[config.mk]
export PLATFORM = sky130hd
export DESIGN_NAME = usb_hid_control_endpoint_top
export DESIGN_NICKNAME = d
export VERILOG_FILES = /design/src/usbhid_pkg.sv /design/src/usbhid_step.sv /design/src/usb_hid_control_endpoint_top.sv
export SDC_FILE = /design/constraint.sdc
export NUM_CORES = 1
export LEC_CHECK = 0
export BUFFER_PORTS_ARGS = -buffer_cell sky130_fd_sc_hd__clkbuf_2
export CAP_MARGIN = 5
export CORE_MARGIN = 5
export CORE_UTILIZATION = 40
export CTS_CLUSTER_DIAMETER = 100
export DETAILED_ROUTE_END_ITERATION = 10
export PLACE_DENSITY_LB_ADDON = 0.05
export SLEW_MARGIN = 0
export SYNTH_ARGS = -nofsm -noshare
export SYNTH_HDL_FRONTEND = slang
export SYNTH_SLANG_ARGS = --single-unit
[constraint.sdc]
create_clock -name aclk -period 6 [get_ports aclk]
set_input_delay 0.9 -clock aclk [delete_from_list [all_inputs] [get_ports aclk]]
set_output_delay 0.9 -clock aclk [all_outputs]
set_load 0.02 [all_outputs]
[src/usbhid_pkg.sv]
// Package with types, request codes and descriptor tables of the USB HID control endpoint.
`default_nettype none
package usbhid_pkg;

    localparam int PACKET_BYTES      = 8;
    localparam int DEF_MAX_SETUP_LEN = 127;
    localparam int ROM_DEPTH         = 191;

    typedef enum logic [2:0] {
        OP_SETUP     = 3'd0,
        OP_IN_EP0    = 3'd1,
        OP_OUT_EP0   = 3'd2,
        OP_IN_DONE1  = 3'd3,
        OP_IN_DONE2  = 3'd4,
        OP_BUS_RESET = 3'd5
    } op_e;

    localparam logic [1:0] HS_ACK   = 2'd0;
    localparam logic [1:0] HS_NAK   = 2'd1;
    localparam logic [1:0] HS_STALL = 2'd2;

    localparam logic [7:0] NO_REQUEST = 8'hFF;

    // Standard requests.
    localparam logic [7:0] REQ_GET_STATUS    = 8'h00;
    localparam logic [7:0] REQ_CLEAR_FEATURE = 8'h01;
    localparam logic [7:0] REQ_SET_FEATURE   = 8'h03;
    localparam logic [7:0] REQ_SET_ADDRESS   = 8'h05;
    localparam logic [7:0] REQ_GET_DESC      = 8'h06;
    localparam logic [7:0] REQ_GET_CONFIG    = 8'h08;
    localparam logic [7:0] REQ_SET_CONFIG    = 8'h09;
    localparam logic [7:0] REQ_GET_INTERFACE = 8'h0A;

    // HID class requests.
    localparam logic [7:0] HID_GET_REPORT   = 8'h01;
    localparam logic [7:0] HID_GET_IDLE     = 8'h02;
    localparam logic [7:0] HID_GET_PROTOCOL = 8'h03;
    localparam logic [7:0] HID_SET_REPORT   = 8'h09;
    localparam logic [7:0] HID_SET_IDLE     = 8'h0A;
    localparam logic [7:0] HID_SET_PROTOCOL = 8'h0B;

    localparam logic [7:0] DT_DEVICE = 8'h01;
    localparam logic [7:0] DT_CONFIG = 8'h02;
    localparam logic [7:0] DT_REPORT = 8'h22;

    localparam logic [4:0] RCP_DEVICE   = 5'd0;
    localparam logic [4:0] RCP_ENDPOINT = 5'd2;

    localparam logic [7:0] EP1_IN  = 8'h81;
    localparam logic [7:0] EP2_IN  = 8'h82;
    localparam logic [7:0] EP2_OUT = 8'h02;
    localparam logic [7:0] EP1_OUT = 8'h01;

    localparam logic [1:0] SEL_DEVICE   = 2'd0;
    localparam logic [1:0] SEL_CONFIG   = 2'd1;
    localparam logic [1:0] SEL_KEYBOARD = 2'd2;
    localparam logic [1:0] SEL_MOUSE    = 2'd3;

    typedef struct packed {
        logic [2:0] op;
        logic [6:0] setup_rx_len;
        logic [7:0] request_type;
        logic [7:0] request_code;
        logic [7:0] value_low;
        logic [7:0] value_high;
        logic [7:0] index_low;
        logic [7:0] index_high;
        logic [7:0] length_low;
        logic [7:0] length_high;
        logic [7:0] out_first_byte;
    } item_t;

    typedef struct packed {
        logic [7:0]  pending;
        logic [7:0]  rem;
        logic [1:0]  sel;
        logic [6:0]  off;
        logic [6:0]  addr;
        logic [7:0]  cfg;
        logic        conn;
        logic [7:0]  led;
        logic        led_new;
        logic [1:0]  ep1_in;
        logic [1:0]  ep2_in;
        logic        ep2_out_halt;
        logic [1:0]  ep0;
        logic [3:0]  tx_len;
        logic [63:0] tx_data;
    } state_t;

    localparam logic [7:0] DESC_ROM [0:ROM_DEPTH-1] = '{
        8'h12,8'h01,8'h10,8'h01,8'h00,8'h00,8'h00,8'h08,8'h3d,8'h41,8'h07,8'h21,8'h00,8'h00,
        8'h00,8'h00,8'h00,8'h01,
        8'h09,8'h02,8'h3b,8'h00,8'h02,8'h01,8'h00,8'hA0,8'h32,8'h09,8'h04,8'h00,8'h00,8'h01,
        8'h03,8'h01,8'h01,8'h00,
        8'h09,8'h21,8'h11,8'h01,8'h00,8'h01,8'h22,8'h3e,8'h00,8'h07,8'h05,8'h81,8'h03,8'h08,
        8'h00,8'h0a,
        8'h09,8'h04,8'h01,8'h00,8'h01,8'h03,8'h01,8'h02,8'h00,8'h09,8'h21,8'h10,8'h01,8'h00,
        8'h01,8'h22,8'h34,8'h00,
        8'h07,8'h05,8'h82,8'h03,8'h04,8'h00,8'h0a,
        8'h05,8'h01,8'h09,8'h06,8'hA1,8'h01,8'h05,8'h07,8'h19,8'he0,8'h29,8'he7,8'h15,8'h00,
        8'h25,8'h01,
        8'h75,8'h01,8'h95,8'h08,8'h81,8'h02,8'h95,8'h01,8'h75,8'h08,8'h81,8'h01,8'h95,8'h03,
        8'h75,8'h01,
        8'h05,8'h08,8'h19,8'h01,8'h29,8'h03,8'h91,8'h02,8'h95,8'h05,8'h75,8'h01,8'h91,8'h01,
        8'h95,8'h06,
        8'h75,8'h08,8'h26,8'hff,8'h00,8'h05,8'h07,8'h19,8'h00,8'h29,8'h91,8'h81,8'h00,8'hC0,
        8'h05,8'h01,8'h09,8'h02,8'hA1,8'h01,8'h09,8'h01,8'hA1,8'h00,8'h05,8'h09,8'h19,8'h01,
        8'h29,8'h03,
        8'h15,8'h00,8'h25,8'h01,8'h75,8'h01,8'h95,8'h03,8'h81,8'h02,8'h75,8'h05,8'h95,8'h01,
        8'h81,8'h01,
        8'h05,8'h01,8'h09,8'h30,8'h09,8'h31,8'h09,8'h38,8'h15,8'h81,8'h25,8'h7f,8'h75,8'h08,
        8'h95,8'h03,
        8'h81,8'h06,8'hC0,8'hC0
    };

    function automatic logic [7:0] desc_base(input logic [1:0] sel);
        logic [7:0] b;
        case (sel)
            SEL_DEVICE:   b = 8'd0;
            SEL_CONFIG:   b = 8'd18;
            SEL_KEYBOARD: b = 8'd77;
            default:      b = 8'd139;
        endcase
        return b;
    endfunction

    function automatic logic [7:0] desc_size(input logic [1:0] sel);
        logic [7:0] s;
        case (sel)
            SEL_DEVICE:   s = 8'd18;
            SEL_CONFIG:   s = 8'd59;
            SEL_KEYBOARD: s = 8'd62;
            default:      s = 8'd52;
        endcase
        return s;
    endfunction

    // Bytes past the end of the selected descriptor read as zero.
    function automatic logic [7:0] rom_byte(input logic [1:0] sel, input logic [7:0] off);
        logic [7:0] idx;
        logic [7:0] b;
        idx = desc_base(sel) + off;
        if (off >= desc_size(sel)) b = 8'h00;
        else                       b = DESC_ROM[idx];
        return b;
    endfunction

endpackage
`default_nettype wire

[src/usbhid_step.sv]
// Request decoder: next endpoint and device state for one transaction event.
`default_nettype none
module usbhid_step #(
    parameter int MAX_SETUP_LEN = usbhid_pkg::DEF_MAX_SETUP_LEN
) (
    input  usbhid_pkg::item_t  item,
    input  usbhid_pkg::state_t cur,
    output usbhid_pkg::state_t nxt
);
    import usbhid_pkg::*;

    localparam logic [7:0] MAX_LEN = 8'(MAX_SETUP_LEN);

    logic [7:0]  rem0;
    logic [7:0]  rem1;
    logic [4:0]  recip;
    logic [15:0] wvalue;
    logic [15:0] windex;
    logic        desc_ok;
    logic [1:0]  dsel;
    logic [7:0]  dsize;
    logic        is_setup;
    logic [1:0]  ch_sel;
    logic [6:0]  ch_off;
    logic [7:0]  ch_rem;
    logic [3:0]  ch_n;
    logic [63:0] ch_data;
    logic [7:0]  ch_idx [PACKET_BYTES];
    logic        ok;

    assign recip  = item.request_type[4:0];
    assign wvalue = {item.value_high, item.value_low};
    assign windex = {item.index_high, item.index_low};
    assign rem0   = (item.length_high != 8'd0 || item.length_low > MAX_LEN) ?
                    MAX_LEN : item.length_low;

    always_comb begin
        desc_ok = 1'b1;
        dsel    = SEL_DEVICE;
        unique case (item.value_high)
            DT_DEVICE: dsel = SEL_DEVICE;
            DT_CONFIG: dsel = SEL_CONFIG;
            DT_REPORT: begin
                if (item.index_low == 8'd0)      dsel = SEL_KEYBOARD;
                else if (item.index_low == 8'd1) dsel = SEL_MOUSE;
                else                             desc_ok = 1'b0;
            end
            default: desc_ok = 1'b0;
        endcase
    end

    assign dsize = desc_size(dsel);
    assign rem1  = (rem0 > dsize) ? dsize : rem0;

    // One chunk reader serves both the first chunk of a setup and later IN tokens.
    assign is_setup = (item.op == OP_SETUP);
    assign ch_sel   = is_setup ? dsel : cur.sel;
    assign ch_off   = is_setup ? 7'd0 : cur.off;
    assign ch_rem   = is_setup ? rem1 : cur.rem;
    assign ch_n     = (ch_rem >= 8'(PACKET_BYTES)) ? 4'(PACKET_BYTES) : ch_rem[3:0];

    always_comb begin
        ch_data = '0;
        for (int i = 0; i < PACKET_BYTES; i++) begin
            ch_idx[i] = {1'b0, ch_off} + 8'(i);
            if (4'(i) < ch_n) ch_data[8*i +: 8] = rom_byte(ch_sel, ch_idx[i]);
        end
    end

    always_comb begin
        nxt         = cur;
        nxt.led_new = 1'b0;
        ok          = 1'b1;
        case (item.op)
            OP_SETUP: begin
                nxt.tx_len  = '0;
                nxt.tx_data = '0;
                if (item.setup_rx_len != 7'd8) begin
                    ok = 1'b0;
                end else begin
                    nxt.rem     = rem0;
                    nxt.pending = item.request_code;
                    if (item.request_type[6:5] != 2'b00) begin
                        case (item.request_code) inside
                            HID_GET_REPORT, HID_GET_IDLE, HID_GET_PROTOCOL,
                            HID_SET_REPORT, HID_SET_IDLE, HID_SET_PROTOCOL: ok = 1'b1;
                            default: ok = 1'b0;
                        endcase
                    end else begin
                        unique case (item.request_code)
                            REQ_GET_DESC: begin
                                if (desc_ok) begin
                                    if (dsel == SEL_MOUSE) nxt.conn = 1'b1;
                                    nxt.sel     = dsel;
                                    nxt.tx_len  = ch_n;
                                    nxt.tx_data = ch_data;
                                    nxt.rem     = rem1 - {4'd0, ch_n};
                                    nxt.off     = {3'd0, ch_n};
                                end else begin
                                    ok = 1'b0;
                                end
                            end
                            REQ_SET_ADDRESS: nxt.rem = item.value_low;
                            REQ_GET_CONFIG: begin
                                if (rem0 != 8'd0) begin
                                    nxt.tx_len  = 4'd1;
                                    nxt.tx_data = {56'd0, cur.cfg};
                                end
                            end
                            REQ_SET_CONFIG:    nxt.cfg = item.value_low;
                            REQ_GET_INTERFACE: ok = 1'b1;
                            REQ_CLEAR_FEATURE: begin
                                if (recip == RCP_DEVICE) begin
                                    ok = 1'b1;
                                end else if (recip != RCP_ENDPOINT) begin
                                    ok = 1'b0;
                                end else begin
                                    unique case (item.index_low)
                                        EP2_IN:  nxt.ep2_in = HS_NAK;
                                        EP1_IN:  nxt.ep1_in = HS_NAK;
                                        EP2_OUT: nxt.ep2_out_halt = 1'b0;
                                        EP1_OUT: ok = 1'b1;
                                        default: ok = 1'b0;
                                    endcase
                                end
                            end
                            REQ_SET_FEATURE: begin
                                if (recip == RCP_DEVICE) begin
                                    ok = (wvalue == 16'd1);
                                end else if (recip != RCP_ENDPOINT || wvalue != 16'd0) begin
                                    ok = 1'b0;
                                end else begin
                                    unique case (windex)
                                        {8'd0, EP2_IN}:  nxt.ep2_in = HS_STALL;
                                        {8'd0, EP2_OUT}: nxt.ep2_out_halt = 1'b1;
                                        {8'd0, EP1_IN}:  nxt.ep1_in = HS_STALL;
                                        default:         ok = 1'b0;
                                    endcase
                                end
                            end
                            REQ_GET_STATUS: begin
                                nxt.tx_len = (rem0 >= 8'd2) ? 4'd2 : rem0[3:0];
                            end
                            default: ok = 1'b0;
                        endcase
                    end
                end
                if (ok) begin
                    nxt.ep0 = HS_ACK;
                end else begin
                    nxt.pending = NO_REQUEST;
                    nxt.ep0     = HS_STALL;
                    nxt.tx_len  = '0;
                    nxt.tx_data = '0;
                end
            end
            OP_IN_EP0: begin
                if (cur.pending == REQ_GET_DESC) begin
                    nxt.tx_len  = ch_n;
                    nxt.tx_data = ch_data;
                    nxt.rem     = cur.rem - {4'd0, ch_n};
                    nxt.off     = cur.off + {3'd0, ch_n};
                end else begin
                    if (cur.pending == REQ_SET_ADDRESS) nxt.addr = cur.rem[6:0];
                    nxt.ep0     = HS_NAK;
                    nxt.tx_len  = '0;
                    nxt.tx_data = '0;
                end
            end
            OP_OUT_EP0: begin
                if (item.setup_rx_len != 7'd0) begin
                    nxt.led     = item.out_first_byte;
                    nxt.led_new = 1'b1;
                end
            end
            OP_IN_DONE1: nxt.ep1_in = HS_NAK;
            OP_IN_DONE2: nxt.ep2_in = HS_NAK;
            OP_BUS_RESET: begin
                nxt.ep0          = HS_NAK;
                nxt.ep1_in       = HS_NAK;
                nxt.ep2_in       = HS_NAK;
                nxt.ep2_out_halt = 1'b0;
                nxt.addr         = '0;
                nxt.tx_len       = '0;
                nxt.tx_data      = '0;
            end
            default: ;
        endcase
    end

endmodule
`default_nettype wire

[src/usb_hid_control_endpoint_top.sv]
// Top level of the USB HID control endpoint: request register, decoder and result register.
// A request accepted into the request register is decoded combinationally, and its result
// is registered onto the m_ ports when the result slot is empty or being drained.
// Throughput: one request per cycle while m_ready is high; the input register and result
// register each take one new request whenever the stage after them moves.
// Reset (aresetn low, synchronous) empties both stages, clears address, configuration,
// LED byte and connected flag, sets ep0, ep1 in and ep2 in to nak and forgets any request.
`default_nettype none
module usb_hid_control_endpoint_top #(
    parameter int MAX_SETUP_LEN = usbhid_pkg::DEF_MAX_SETUP_LEN
) (
    input  wire logic        aclk,
    input  wire logic        aresetn,
    input  wire logic        s_valid,
    output logic             s_ready,
    input  wire logic [2:0]  s_op,
    input  wire logic [6:0]  s_setup_rx_len,
    input  wire logic [7:0]  s_request_type,
    input  wire logic [7:0]  s_request_code,
    input  wire logic [7:0]  s_value_low,
    input  wire logic [7:0]  s_value_high,
    input  wire logic [7:0]  s_index_low,
    input  wire logic [7:0]  s_index_high,
    input  wire logic [7:0]  s_length_low,
    input  wire logic [7:0]  s_length_high,
    input  wire logic [7:0]  s_out_first_byte,
    output logic             m_valid,
    input  wire logic        m_ready,
    output logic [1:0]       m_ep0_response,
    output logic [3:0]       m_tx_len,
    output logic [63:0]      m_tx_data,
    output logic [6:0]       m_device_address,
    output logic [7:0]       m_config_value,
    output logic             m_connected,
    output logic [7:0]       m_led_bits,
    output logic             m_led_new,
    output logic [1:0]       m_ep1_in_state,
    output logic [1:0]       m_ep2_in_state,
    output logic             m_ep2_out_stalled
);
    import usbhid_pkg::*;

    // The device state doubles as the result register: it only changes when the
    // result slot is free or being taken, so a stalled result holds steady.
    localparam state_t STATE_RESET = '{
        pending: NO_REQUEST, rem: '0, sel: SEL_DEVICE, off: '0, addr: '0, cfg: '0,
        conn: 1'b0, led: '0, led_new: 1'b0, ep1_in: HS_NAK, ep2_in: HS_NAK,
        ep2_out_halt: 1'b0, ep0: HS_NAK, tx_len: '0, tx_data: '0
    };

    logic   in_valid_reg;
    item_t  item_reg;
    logic   out_valid_reg;
    state_t state_reg;
    state_t state_next;
    logic   advance;

    // The decode stage moves whenever the result slot is empty or being drained.
    assign advance = !out_valid_reg || m_ready;
    assign s_ready = !in_valid_reg || advance;

    always_ff @(posedge aclk) begin
        if (!aresetn) begin
            in_valid_reg <= 1'b0;
        end else if (s_valid && s_ready) begin
            in_valid_reg <= 1'b1;
        end else if (advance) begin
            in_valid_reg <= 1'b0;
        end
    end

    always_ff @(posedge aclk) begin
        if (s_valid && s_ready) begin
            item_reg <= '{op: s_op, setup_rx_len: s_setup_rx_len,
                          request_type: s_request_type, request_code: s_request_code,
                          value_low: s_value_low, value_high: s_value_high,
                          index_low: s_index_low, index_high: s_index_high,
                          length_low: s_length_low, length_high: s_length_high,
                          out_first_byte: s_out_first_byte};
        end
    end

    usbhid_step #(
        .MAX_SETUP_LEN(MAX_SETUP_LEN)
    ) u_step (
        .item(item_reg),
        .cur (state_reg),
        .nxt (state_next)
    );

    always_ff @(posedge aclk) begin
        if (!aresetn) begin
            out_valid_reg <= 1'b0;
            state_reg     <= STATE_RESET;
        end else if (advance) begin
            out_valid_reg <= in_valid_reg;
            if (in_valid_reg) state_reg <= state_next;
        end
    end

    assign m_valid           = out_valid_reg;
    assign m_ep0_response    = state_reg.ep0;
    assign m_tx_len          = state_reg.tx_len;
    assign m_tx_data         = state_reg.tx_data;
    assign m_device_address  = state_reg.addr;
    assign m_config_value    = state_reg.cfg;
    assign m_connected       = state_reg.conn;
    assign m_led_bits        = state_reg.led;
    assign m_led_new         = state_reg.led_new;
    assign m_ep1_in_state    = state_reg.ep1_in;
    assign m_ep2_in_state    = state_reg.ep2_in;
    assign m_ep2_out_stalled = state_reg.ep2_out_halt;

endmodule
`default_nettype wire

After elaboration in Yosys (flattened, before gate mapping)
Memory sizes are Yosys's and may differ from the RTL's.
Cells that the tools add are included.
Operators by class
  muxes and demuxes: 120
  equal/unequal tests: 53
  order comparisons: 28
  add/sub/neg operators: 18
  reductions and logical operators: 46
  bitwise gates (word level): 10
Operators by type and width (count)
  2-to-1 mux 8 bit: 53
  2-to-1 mux 68 bit: 5
  one-hot mux 70 bit (3 select lines): 1
  one-hot mux 64 bit (2 select lines): 1
  greater-or-equal comparator 9 bit, second input constant: 8
  NOT 8 -> 9 bit: 8
  2-to-1 mux 65 bit: 1
  adder 8 bit: 7
  greater-or-equal comparator 8 bit: 7
  one-hot mux 6 bit (3 select lines): 2
  AND reduction 12 bit: 3
  2-to-1 mux 17 bit: 2
  inequality test 3 bit, second input constant: 11
  adder 7 x 3 -> 8 bit, second input constant: 4
  equality test 16 x 8 -> 1 bit, second input constant: 2
  equality test 8 x 2 -> 1 bit, second input constant: 4
  equality test 8 x 3 -> 1 bit, second input constant: 4
  equality test 8 x 4 -> 1 bit, second input constant: 4
  one-hot mux 8 bit (2 select lines): 2
  2-to-1 mux 5 bit: 6
  2-to-1 mux 7 bit: 4
  one-hot mux 7 bit (2 select lines): 2
  2-to-1 mux 25 bit: 1
  equality test 8 x 1 -> 1 bit, second input constant: 3
  other kinds (61): 130
Word-level totals
  word-level logic and storage cells: 311
  bits in read-only memories: 16384
  register bits: 208
  output and inout bits: 102
  memories kept: 8
  bits of input ports: 86
Memory list
  (name not given): words 256, width 8, read ports 1, clocked after Yosys merged registers in 0, write ports 0, RTL line usbhid_pkg.sv:145  | else b = DESC_ROM[idx];
  (name not given): words 256, width 8, read ports 1, clocked after Yosys merged registers in 0, write ports 0, RTL line usbhid_pkg.sv:145
  (name not given): words 256, width 8, read ports 1, clocked after Yosys merged registers in 0, write ports 0, RTL line usbhid_pkg.sv:145
  (name not given): words 256, width 8, read ports 1, clocked after Yosys merged registers in 0, write ports 0, RTL line usbhid_pkg.sv:145
  (name not given): words 256, width 8, read ports 1, clocked after Yosys merged registers in 0, write ports 0, RTL line usbhid_pkg.sv:145
  (name not given): words 256, width 8, read ports 1, clocked after Yosys merged registers in 0, write ports 0, RTL line usbhid_pkg.sv:145
  2 more memories

Longest topological paths before layout
Gate-level depths: netlist of the first run.
  depth after elaboration: 26
  depth in mapped cells: 24
  mapped depth without buffers: 24

Modules after synthesis
From an unflattened synthesis of the first run, not the netlist that was laid out.
Second synthesis, totals
  cells, all modules: 4130
  area, all modules: 29011.6 µm²
Modules (own cells, without submodules)
  usbhid_step: cells each 3397, sequential area each 0.0 µm², times used 1, area an instance 20726.1 µm²
  usb_hid_control_endpoint_top: cells each 733, sequential area each 5004.8 µm², times used 1, area an instance 8285.4 µm²

Worst setup path after synthesis of the first run
Ideal clock, no wire load.
  path type: reg2reg
  from: register item_reg[42] in the netlist's numbering
  to: register state_reg (netlist bit m_tx_data[48])
  path buffers: 3
  setup time: 74 ps
  slack: 66 ps
  clock period less this slack: 5934 ps
  data arrival time: 5860 ps
  cell stages (with the launch flop): 20
  required time: 5926 ps
  cells stage by stage: edfxtp_1 -> or4_1 -> nor3_1 -> nand3_1 -> o21ai_0 -> ha_1 -> inv_1 -> fa_1 -> clkbuf_1 -> inv_1 -> clkbuf_1 -> ha_1 -> clkbuf_1 -> nor2_1 -> a211o_1 -> a32o_1 -> a31oi_1 -> a21oi_1 -> o32a_1 -> o21ai_0
On the way
  cells in the longest elaborated chain, start to end: 19
  elaborated cells between the ends (all ways): 49
  classes of those cells: add/sub (1); order compare (4); eq/ne (8); mux (29); bitwise (1); reduce/logical (5); memory (1)
RTL lines
  from (decl): RTL line usb_hid_control_endpoint_top.sv:52  | item_t item_reg;
  from (signal assigned): RTL line usb_hid_control_endpoint_top.sv:74  | item_reg <= '{op: s_op, setup_rx_len: s_setup_rx_len,
  equality test 8 x 6 -> 1 bit or equality test 8 x 2 -> 1 bit (tied branches): RTL line usbhid_step.sv:40  | unique case (item.value_high)
  one-hot mux 2 bit (2 select lines): RTL line usbhid_step.sv:40
  2-to-1 mux 2 bit: RTL line usbhid_step.sv:57  | assign ch_sel = is_setup ? dsel : cur.sel;
  equality test 2 bit (tied with other cells): RTL line usbhid_pkg.sv:119, usbhid_pkg.sv:130
  one-hot mux 8 bit (3 select lines): RTL line usbhid_pkg.sv:119  | case (sel)
  2-to-1 mux 8 bit: RTL line usbhid_step.sv:66  | if (4'(i) < ch_n) ch_data[8*i +: 8] = rom_byte(ch_sel, ch_idx[i]);
  adder 8 bit: RTL line usbhid_pkg.sv:143  | idx = desc_base(sel) + off;
  NOT 8 -> 9 bit (implied by the code): RTL line usbhid_pkg.sv:145
  (+3 left out)
  2-to-1 mux 8 bit: RTL line usbhid_pkg.sv:144  | if (off >= desc_size(sel)) b = 8'h00;
  2-to-1 mux 8 bit: RTL line usbhid_step.sv:66
  2-to-1 mux 68 bit: RTL line usbhid_step.sv:92  | if (desc_ok) begin
  one-hot mux 64 bit (2 select lines): RTL line usbhid_step.sv:90  | unique case (item.request_code)
  2-to-1 mux 68 bit: RTL line usbhid_step.sv:83  | if (item.request_type[6:5] != 2'b00) begin
  2-to-1 mux 68 bit: RTL line usbhid_step.sv:78  | if (item.setup_rx_len != 7'd8) begin
  2-to-1 mux 68 bit: RTL line usbhid_step.sv:148  | if (ok) begin
  one-hot mux 70 bit (3 select lines) (*): RTL line usbhid_step.sv:74  | case (item.op)
  to (signal assigned): RTL line usb_hid_control_endpoint_top.sv:97  | if (in_valid_reg) state_reg <= state_next;
  to (decl): RTL line usb_hid_control_endpoint_top.sv:54  | state_t state_reg;
Every way passes the cells marked *; elsewhere a longest branch is shown, timed or not. The select of a mux whose other input is x is not followed.
A chain may end at the register's enable or synchronous reset.

Worst setup path in the final report of the first run
  from: register item_reg[42] in the netlist's numbering
  to: register state_reg (netlist bit m_tx_data[3])
On the way
  cells in the longest elaborated chain, start to end: 19
  elaborated cells between the ends (all ways): 49
  classes of those cells: add/sub (1); order compare (4); eq/ne (8); mux (29); bitwise (1); reduce/logical (5); memory (1)
RTL lines
  equality test 8 x 6 -> 1 bit or equality test 8 x 2 -> 1 bit (tied branches): RTL line usbhid_step.sv:40
  one-hot mux 2 bit (2 select lines) (*): RTL line usbhid_step.sv:40
  net u_step.dsel[0]: RTL line usbhid_step.sv:20  | logic [1:0] dsel;
  2-to-1 mux 2 bit: RTL line usbhid_step.sv:57
  equality test 2 bit (tied with other cells): RTL line usbhid_pkg.sv:119, usbhid_pkg.sv:130
  one-hot mux 8 bit (3 select lines): RTL line usbhid_pkg.sv:119
  2-to-1 mux 8 bit: RTL line usbhid_step.sv:66
  adder 8 x 7 -> 8 bit: RTL line usbhid_pkg.sv:143
  (+4 left out)
  2-to-1 mux 8 bit: RTL line usbhid_pkg.sv:144
  2-to-1 mux 8 bit (*): RTL line usbhid_step.sv:66
  2-to-1 mux 68 bit: RTL line usbhid_step.sv:92
  one-hot mux 64 bit (2 select lines): RTL line usbhid_step.sv:90
  2-to-1 mux 68 bit: RTL line usbhid_step.sv:83
  2-to-1 mux 68 bit: RTL line usbhid_step.sv:78
  2-to-1 mux 68 bit: RTL line usbhid_step.sv:148
  one-hot mux 70 bit (3 select lines) (*): RTL line usbhid_step.sv:74
Mark *: on every way through the listed nets, which the timed path passes. The rest lies on a longest branch. The select of a mux whose other input is x is not followed.

==> summary.md, run 1 <==
| Metric | Value |
|---|---|
| Status | completed |
| Final Skew | 0.0302 ns |
| Largest net degree at the start of global routing | 82 |
| IO Count | 188 |
| Nature of the critical path startpoint | flop |
| CTS tree | built |
| Critical Path RT | 6.56 ns |
| Global-route wire length before repair | 179 mm |
| Hold-fix buffers, CTS | 0 |
| Commonest cells in the netlist | 494 x nand2_1, 349 x a21oi_1, 346 x nor2_1 |
| Overall power | 3.31 mW |
| Critical R2R Launch | item_reg[42] |
| Max-cap viol count | 0 |
| Reg clk slew, reported paths | 0.07 ns |
| Yosys warning count | 0 |
| Nets | 4084 |
| Post-CTS Setup Bufs | 0 |
| Sequential-to-total area share from yosys stat | 0.186 |
| Root Driver | clkbuf_16 |
| Clock buffer depth | 3 |
| Total GRT Usage | 0.303 |
| EDFF count, synth | 81 |
| Core ar. | 66000 um^2 |
| Vias per cell | 6.72 |
| PwrDens | 111 nW/um^2 |
| Critical Setup Path Class | reg2reg |
| Syn_nets | 4068 |
| Worst Path Arrival | 6.35 ns |
| RePlAce Congestion | 0.949 |
| CP Max Fanout | 10 |
| FMAX | 0.173 GHz |
| Row cnt | 94 |
| Syn Std Cell Area | 26700 um^2 |
| DIE WIDTH | 268 um |
| Hold Crit Class | reg2reg |
| Synth top area cells | dfxtp_1 9.5%, edfxtp_1 9.1%, nand2_1 6.9%, a21oi_1 6.5%, ha_1 6.2% |
| Fillers | 6800 |
| DR WL met3 | 10.1 mm |
| Clk_lat worst skew | 0.62 ns |
| Initial Utilization | 0.404 |
| Post-synth top area cell | dfxtp_1 |
| Top Metal Used | met4 |
| Tmin final | 5.78 ns |
| First drt pass iteration count | 7 |
| Setup violators final | 0 |
| # port buffers | 186 |
| Final Cycle Share | 0.964 |
| # placed instances | 4692 |
| H-Tree Depth | 1 |
| Ys async rst share | 0 |
| Hold Path Origin | m_tx_data[44] |
| Die area | 72000 um^2 |
| Initial antenna violation count | 0 |
| Synth Area per Inst | 6.95 um^2 |
| FF+latch count, synth | 208 |
| Main flop type after synthesis | dfxtp_1 |
| Final hold vios | 0 |
| Number of flip-flops in the largest register | 81 |
| Crit. End Element | flop |
| Slew headroom | 0.213 |
| Met2 WL | 52.6 mm |
| DRC Markers | 0 |
| Maximum vdd drop | 0.000237 V |
| Hpwl dp | 82.5 mm |
| CTS Buf Count | 28 |
| Netlist cell types | 94 |
| GRT overflow | 0 |
| Via count | 31900 |
| Instance count of the mapped netlist | 3842 |
| Routed length per instance | 24.3 um |
| Antenna diodes | 0 |
| Post-synth top area share | 0.0953 |
| DIE HEIGHT | 268 um |
| M1 WL | 47.7 mm |
| Number of global-route vias before repair | 30700 |
| TritonCTS Sinks | 208 |
| Lkg Pwr | 11.1 nW |
| Top-count cell post-synth | nand2_1 |
| Max-slew violations | 0 |
| Post-route ant nets | 0 |
| Final Routed Wirelength | 115 mm |
| Area delta synth->final | 11.6% |
| Pin slew with the least headroom to its limit | 1.17 ns |
| Setup crit start | item_reg[42] |
| Non-Filler Instances | 4743 |
| Share of cells above drive strength 1 | 0.145 |
| Initial DRC Count | 3493 |
[kinds of logic (layout without fill, tap and decap cells)]
kind of cell	Yosys count	after routing	synth area share
AOI/OAI and AO/OA	1493	1493	0.373
xor gates and xnor gates	124	124	0.0418
adders and majority gates	141	141	0.0680
buffers and inverters	508	545	0.0868
DFF	208	208	0.186
muxes	57	57	0.0220
and+or+nand+nor	1311	1311	0.222
[metrics by stage]
| stage | instance area [um^2] | hold slack [ns] | setup TNS (ns) | utilization | setup slack (ns) |
|---|---|---|---|---|---|
| floorplan | 26700 | 0.418 | 0 | - | 0.0655 |
| global placement | 28800 | 0.430 | 0 | 0.437 | 0.187 |
| detailed placement | 28800 | 0.438 | 0 | 0.437 | 0.0408 |
| CTS | 29700 | 0.422 | 0 | 0.450 | 0.000346 |
| global route | 29800 | 0.430 | -0.0514 | 0.451 | -0.0514 |
| finish | 29800 | 0.450 | 0 | 0.451 | 0.217 |
[final timing paths]
path,to,slack (ns),cells after the start
max,m_tx_data[3],0.22,16
max reg2reg,m_tx_data[3],0.22,16
min reg2reg,m_tx_data[44],0.45,2
min,m_tx_data[44],0.45,2
[what timing repair did]
item	CTS	global route
gates resized for setup	0	11
endpoints found under the setup margin	0	39
endpoints found under the hold margin	0	0
[layout make-up]
class | instances | area, um^2 | area share
clock buffer | 31 | 712 | 0.0239
clock inverter | 20 | 173 | 0.00580
inverter | 73 | 274 | 0.00920
multi-input combinational | 3126 | 19700 | 0.663
sequential | 208 | 4970 | 0.167
tap | 864 | 1080 | 0.0363
timing repair buffer | 421 | 2810 | 0.0943
[layer usage]
layer | up-vias | global-route usage
met2 | 1888 | 0.494
met5 | - | 0
met1 | 15100 | 0.406
met3 | 367 | 0.0412
li1 | 14500 | -
met4 | 0 | 0.126
[cell usage in the layout, fill, tap and decap left out, types with 32 or more instances in the layout]
| master | netlist | routed |
|---|---|---|
| a211oi_1 | 82 | 81 |
| a21o_1 | 36 | 36 |
| a21oi_1 | 349 | 349 |
| a221oi_1 | 50 | 49 |
| a22oi_1 | 35 | 35 |
| a311oi_1 | 34 | 34 |
| a31oi_1 | 89 | 89 |
| buf_4 | 98 | 226 |
| clkbuf_2 | 0 | 186 |
| dfxtp_1 | 127 | 127 |
| edfxtp_1 | 81 | 81 |
| ha_1 | 133 | 132 |
| inv_1 | 68 | 68 |
| mux2i_1 | 52 | 52 |
| nand2_1 | 494 | 493 |
| nand2b_1 | 32 | 32 |
| nand3_1 | 112 | 111 |
| nor2_1 | 346 | 342 |
| nor3_1 | 131 | 127 |
| o211ai_1 | 62 | 62 |
| o21ai_0 | 302 | 301 |
| o221ai_1 | 46 | 46 |
| o22ai_1 | 73 | 73 |
| o31ai_1 | 49 | 49 |
| xnor2_1 | 74 | 53 |
| xor2_1 | 47 | 35 |
[worst max-delay path, cell delays in order, from the launching register on]
cell,delay (ns)
edfxtp_1,0.36
or4_1,0.62
nor3_2,0.33
o21a_1,0.32
mux2i_1,0.40
inv_1,0.20
ha_1,0.66
ha_1,0.50
o21ai_0,0.13
a21oi_1,0.06
o21ai_0,0.37
xor2_2,0.33
a221oi_1,0.28
o21ai_0,0.17
a221o_1,0.32
a211oi_1,0.51
nand2b_1,0.17
[report_power, final]
group / switching [mW] / internal (mW) / total (mW) / leakage, nW
Sequential: 0.0230 / 1.51 / 1.53 / 1.82
Combinational: 0.0987 / 0.0497 / 0.148 / 8.86
Clock: 0.723 / 0.904 / 1.63 / 0.413
Note: power is estimated with default switching activity, not from simulation.
==> inputs of run 2 (changes only) <==
--- a/config.mk
+++ b/config.mk
@@ -5,6 +5,7 @@
 export SDC_FILE = /design/constraint.sdc
 export NUM_CORES = 1
 export LEC_CHECK = 0
+export ABC_AREA = 1
 export BUFFER_PORTS_ARGS = -buffer_cell sky130_fd_sc_hd__clkbuf_2
 export CAP_MARGIN = 5
 export CORE_MARGIN = 5
@@ -12,6 +13,8 @@
 export CTS_CLUSTER_DIAMETER = 100
 export DETAILED_ROUTE_END_ITERATION = 10
 export PLACE_DENSITY_LB_ADDON = 0.05
+export REMOVE_ABC_BUFFERS = 1
+export SKIP_CTS_REPAIR_TIMING = 1
 export SLEW_MARGIN = 0
 export SYNTH_ARGS = -nofsm -noshare
 export SYNTH_HDL_FRONTEND = slang
==> run 2 against run 1 <==
Against the previous run: area after synthesis fell by 0.72%; clock power rose by 16%; worst setup slack improved by 0.31 ns; global-route usage fell by 2.9 points; first-iteration DRC count fell by 9.9%; fmax rose by 5.6%; clock skew fell by 0.012 ns.
==> summary.md, run 2 <==
| Metric | Value |
|---|---|
| Die area | 71500 um^2 (-0.69%) |
| R2R Setup Slk | 0.52 ns (+0.31 ns) |
| Worst setup margin | 0.522 ns (+0.305 ns) |
| Area delta synth->final | 7.31% |
| Routed length per instance | 18.8 um (-22%) |
| Root Driver | clkbuf_16 |
| Commonest non-fill, non-tap cell in the layout | nand2_1 |
| Buf/Inv on CP | 5 (+4) |
| Tmin final | 5.48 ns (-0.305 ns) |
| Row cnt | 94 (unchanged) |
| CP Max Fanout | 17 (+7) |
| Maximum vdd drop | 0.000191 V (-19%) |
| Via count | 30900 (-3.0%) |
| Pin slew with the least headroom to its limit | 1.26 ns (+0.0872 ns) |
| Total GRT Usage | 0.274 (-0.0289) |
| Setup violators final | 0 (unchanged) |
| RePlAce Congestion | 0.960 (+1.1%) |
| Worst Path Arrival | 5.95 ns (-0.40 ns) |
| Status | completed |
| Largest net degree at the start of global routing | 79 (-3.7%) |
| Vias per cell | 5.65 (-16%) |
| Sw Ratio | 0.303 (+0.0475) |
| Number of flip-flops in the largest register | 81 (unchanged) |
| Syn Std Cell Area | 26500 um^2 (-0.72%) |
| Reg-to-reg endpoint | m_tx_data[3] |
| # port buffers | 186 (unchanged) |
| Critical R2R Launch | item_reg[80] |
| Comb power frac | 0.168 (+0.123) |
| Yosys warning count | 0 (unchanged) |
| Initial antenna violation count | 0 (unchanged) |
| GRT overflow | 0 (unchanged) |
| Clock power frac | 0.459 (-0.033) |
| Critical Path RT | 6.47 ns (-0.09 ns) |
| Number of global-route vias before repair | 28500 (-7.2%) |
| Max-slew violations | 0 (unchanged) |
| Highest-count cells in the layout ignoring fill and taps | 1417 x nand2_1, 713 x nand3_1, 382 x inv_1 |
| Slew headroom | 0.159 (-0.0534) |
| Global-route wire length before repair | 162 mm (-9.6%) |
| Max stage delay cell, worst path | o21ai_0 |
| First drt pass iteration count | 6 (-1) |
| Clock buffer depth | 3 (unchanged) |
| Max-cap viol count | 0 (unchanged) |
| Share of cells above drive strength 1 | 0.0924 (-0.0522) |
| Main flop type after synthesis | dfxtp_1 |
| Fillers | 7459 (+9.7%) |
| Post-synth top area share | 0.201 (+0.105) |
| CP peak stage delay | 0.84 ns (+0.18 ns) |
| DIE HEIGHT | 267 um (-0.35%) |
| Core ar. | 65700 um^2 (-0.36%) |
| TritonCTS Sinks | 208 (unchanged) |
| Final Skew | 0.0179 ns (-0.0123 ns) |
| Nets | 4813 (+18%) |
| Final Cycle Share | 0.913 (-0.0509) |
| Flop pwr share | 0.373 (-0.090) |
| CP Capture Point | m_tx_data[3] |
| Most used cell, CP | nand2_1 |
| Top-count cell post-synth | nand2_1 |
| Reg clk slew, reported paths | 0.06 ns (about the same) |
| Worst path top cell family by delay | simple AND/OR/NAND/NOR gates |
| Final Routed Wirelength | 103 mm (-10%) |
| Initial DRC Count | 3146 (-9.9%) |
| H-Tree Depth | 1 (unchanged) |
| Setup crit start | item_reg[80] |
| Commonest cells in the netlist | 1417 x nand2_1, 713 x nand3_1, 384 x inv_1 |
| FF+latch count, synth | 208 (unchanged) |
| DIE WIDTH | 267 um (-0.35%) |
| Setup WS pre-CTS | 0.575 ns (+0.534 ns) |
| Ys async rst share | 0 (unchanged) |
| Final hold vios | 0 (unchanged) |
| Non-Filler Instances | 5473 (+15%) |
| DRC Markers | 0 (unchanged) |
| Initial Utilization | 0.403 (-0.00146) |
| Crit. End Element | flop |
| CTS tree | built |
| Post-synth top area cell | nand2_1 |
| Sw power | 1.25 mW (+48%) |
| Post-route ant nets | 0 (unchanged) |
| Sequential-to-total area share from yosys stat | 0.188 (+0.00135) |
| WP depth | 23 (+7) |
| Lkg Pwr | 13.9 nW (+25%) |
| Hpwl dp | 75.3 mm (-8.6%) |
| Hold Crit Class | reg2reg |
| Synth top area cells | nand2_1 20%, nand3_1 13%, dfxtp_1 9.6%, edfxtp_1 9.2%, o21ai_0 6.5% |
| Netlist cell types | 66 (-30%) |
| Reg2Reg Depth | 23 (+7) |
| Antenna diodes | 0 (unchanged) |
| CTS Buf Count | 28 (unchanged) |
| EDFF count, synth | 81 (unchanged) |
| RSZ-0062 raised after global routing | false |
| Synth Area per Inst | 5.74 um^2 (-17%) |
| IO Count | 188 (unchanged) |
| Crit-path cells | nor2_2, nand2_4, inv_2, o21ai_0, inv_1, fa_1, clkinv_1, ha_1, buf_4, nand2_1, nand2_1, nand2_1, nand3_1, nand2_1, nand2_1, nand3_1, nand3_1, nand2_1, nor2_1, nand3_1, nand2_1, inv_1, a21oi_1 |
| Clk_lat worst skew | 0.59 ns (-0.03 ns) |
| Internal power | 2.87 mW (+17%) |
| FMAX | 0.183 GHz (+5.6%) |
| # placed instances | 5421 (+16%) |
| Critical Setup Path Class | reg2reg |
| Instance count of the mapped netlist | 4613 (+20%) |
| PwrDens | 145 nW/um^2 (+30%) |
| Nature of the critical path startpoint | flop |
[run 2: area by class of cell]
type	instances	area (um^2)	share of cell area
clock inverter	19	300	0.0106
multi-input combinational	3667	18200	0.642
tap	864	1080	0.0380
sequential	208	4970	0.175
timing repair buffer	258	1500	0.0526
clock buffer	33	739	0.0260
inverter	424	1600	0.0562
[run 2: kinds of logic after synthesis]
kind of cell | after synthesis | synth area share
AOI/OAI and AO/OA | 790 | 0.164
xor gates and xnor gates | 30 | 0.0122
adders and majority gates | 140 | 0.0681
buffers and inverters | 738 | 0.124
DFF | 208 | 0.188
muxes | 2 | 0.000803
and+or+nand+nor | 2705 | 0.442
[run 2: worst min-delay path by stage]
stage / cells past startpoint / end / startpoint / slack [ns]
CTS: 1 / item_reg[57] / s_request_code[1] / 0.44
global placement: 2 / state_reg[123] / state_reg[123] / 0.44
global route: 1 / item_reg[38] / s_index_low[6] / 0.44
detailed placement: 2 / state_reg[123] / state_reg[123] / 0.45
floorplan: 2 / state_reg[124] / state_reg[124] / 0.43
finish: 2 / state_reg[123] / state_reg[123] / 0.46
[run 2: routing by layer]
layer	up-vias	routed length, um	GRT usage
met5	-	0	0
met4	0	2780	0.0714
met3	178	7370	0.0352
met2	1247	45900	0.439
met1	14200	47000	0.392
li1	15300	-	-
[run 2: per-stage QoR]
step	setup TNS [ns]	area, um^2	power (mW)	util	hold slack (ns)
2_1_floorplan	-1.83	24800	2.01	-	0.427
3_3_place_gp	0	27400	2.25	0.417	0.440
3_5_place_dp	0	27400	2.25	0.417	0.448
4_1_cts	0	28400	4.17	0.432	0.437
5_1_grt	0	28400	4.33	0.432	0.441
6_report	0	28400	4.12	0.432	0.455
[run 2: power by group through the flow]
stage | clock network, mW | registers (mW) | logic, mW
6_report | 1.89 | 1.54 | 0.692
5_1_grt | 2.02 | 1.54 | 0.770
4_1_cts | 1.95 | 1.54 | 0.681
3_5_place_dp | 0 | 1.57 | 0.678
3_3_place_gp | 0 | 1.57 | 0.683
2_1_floorplan | 0 | 1.57 | 0.441
[run 2: tightest hold or removal path, cell delays in order (launching register included)]
cell and delay, ns:
dfxtp_1 0.31, nand2_1 0.06, nand2_1 0.05
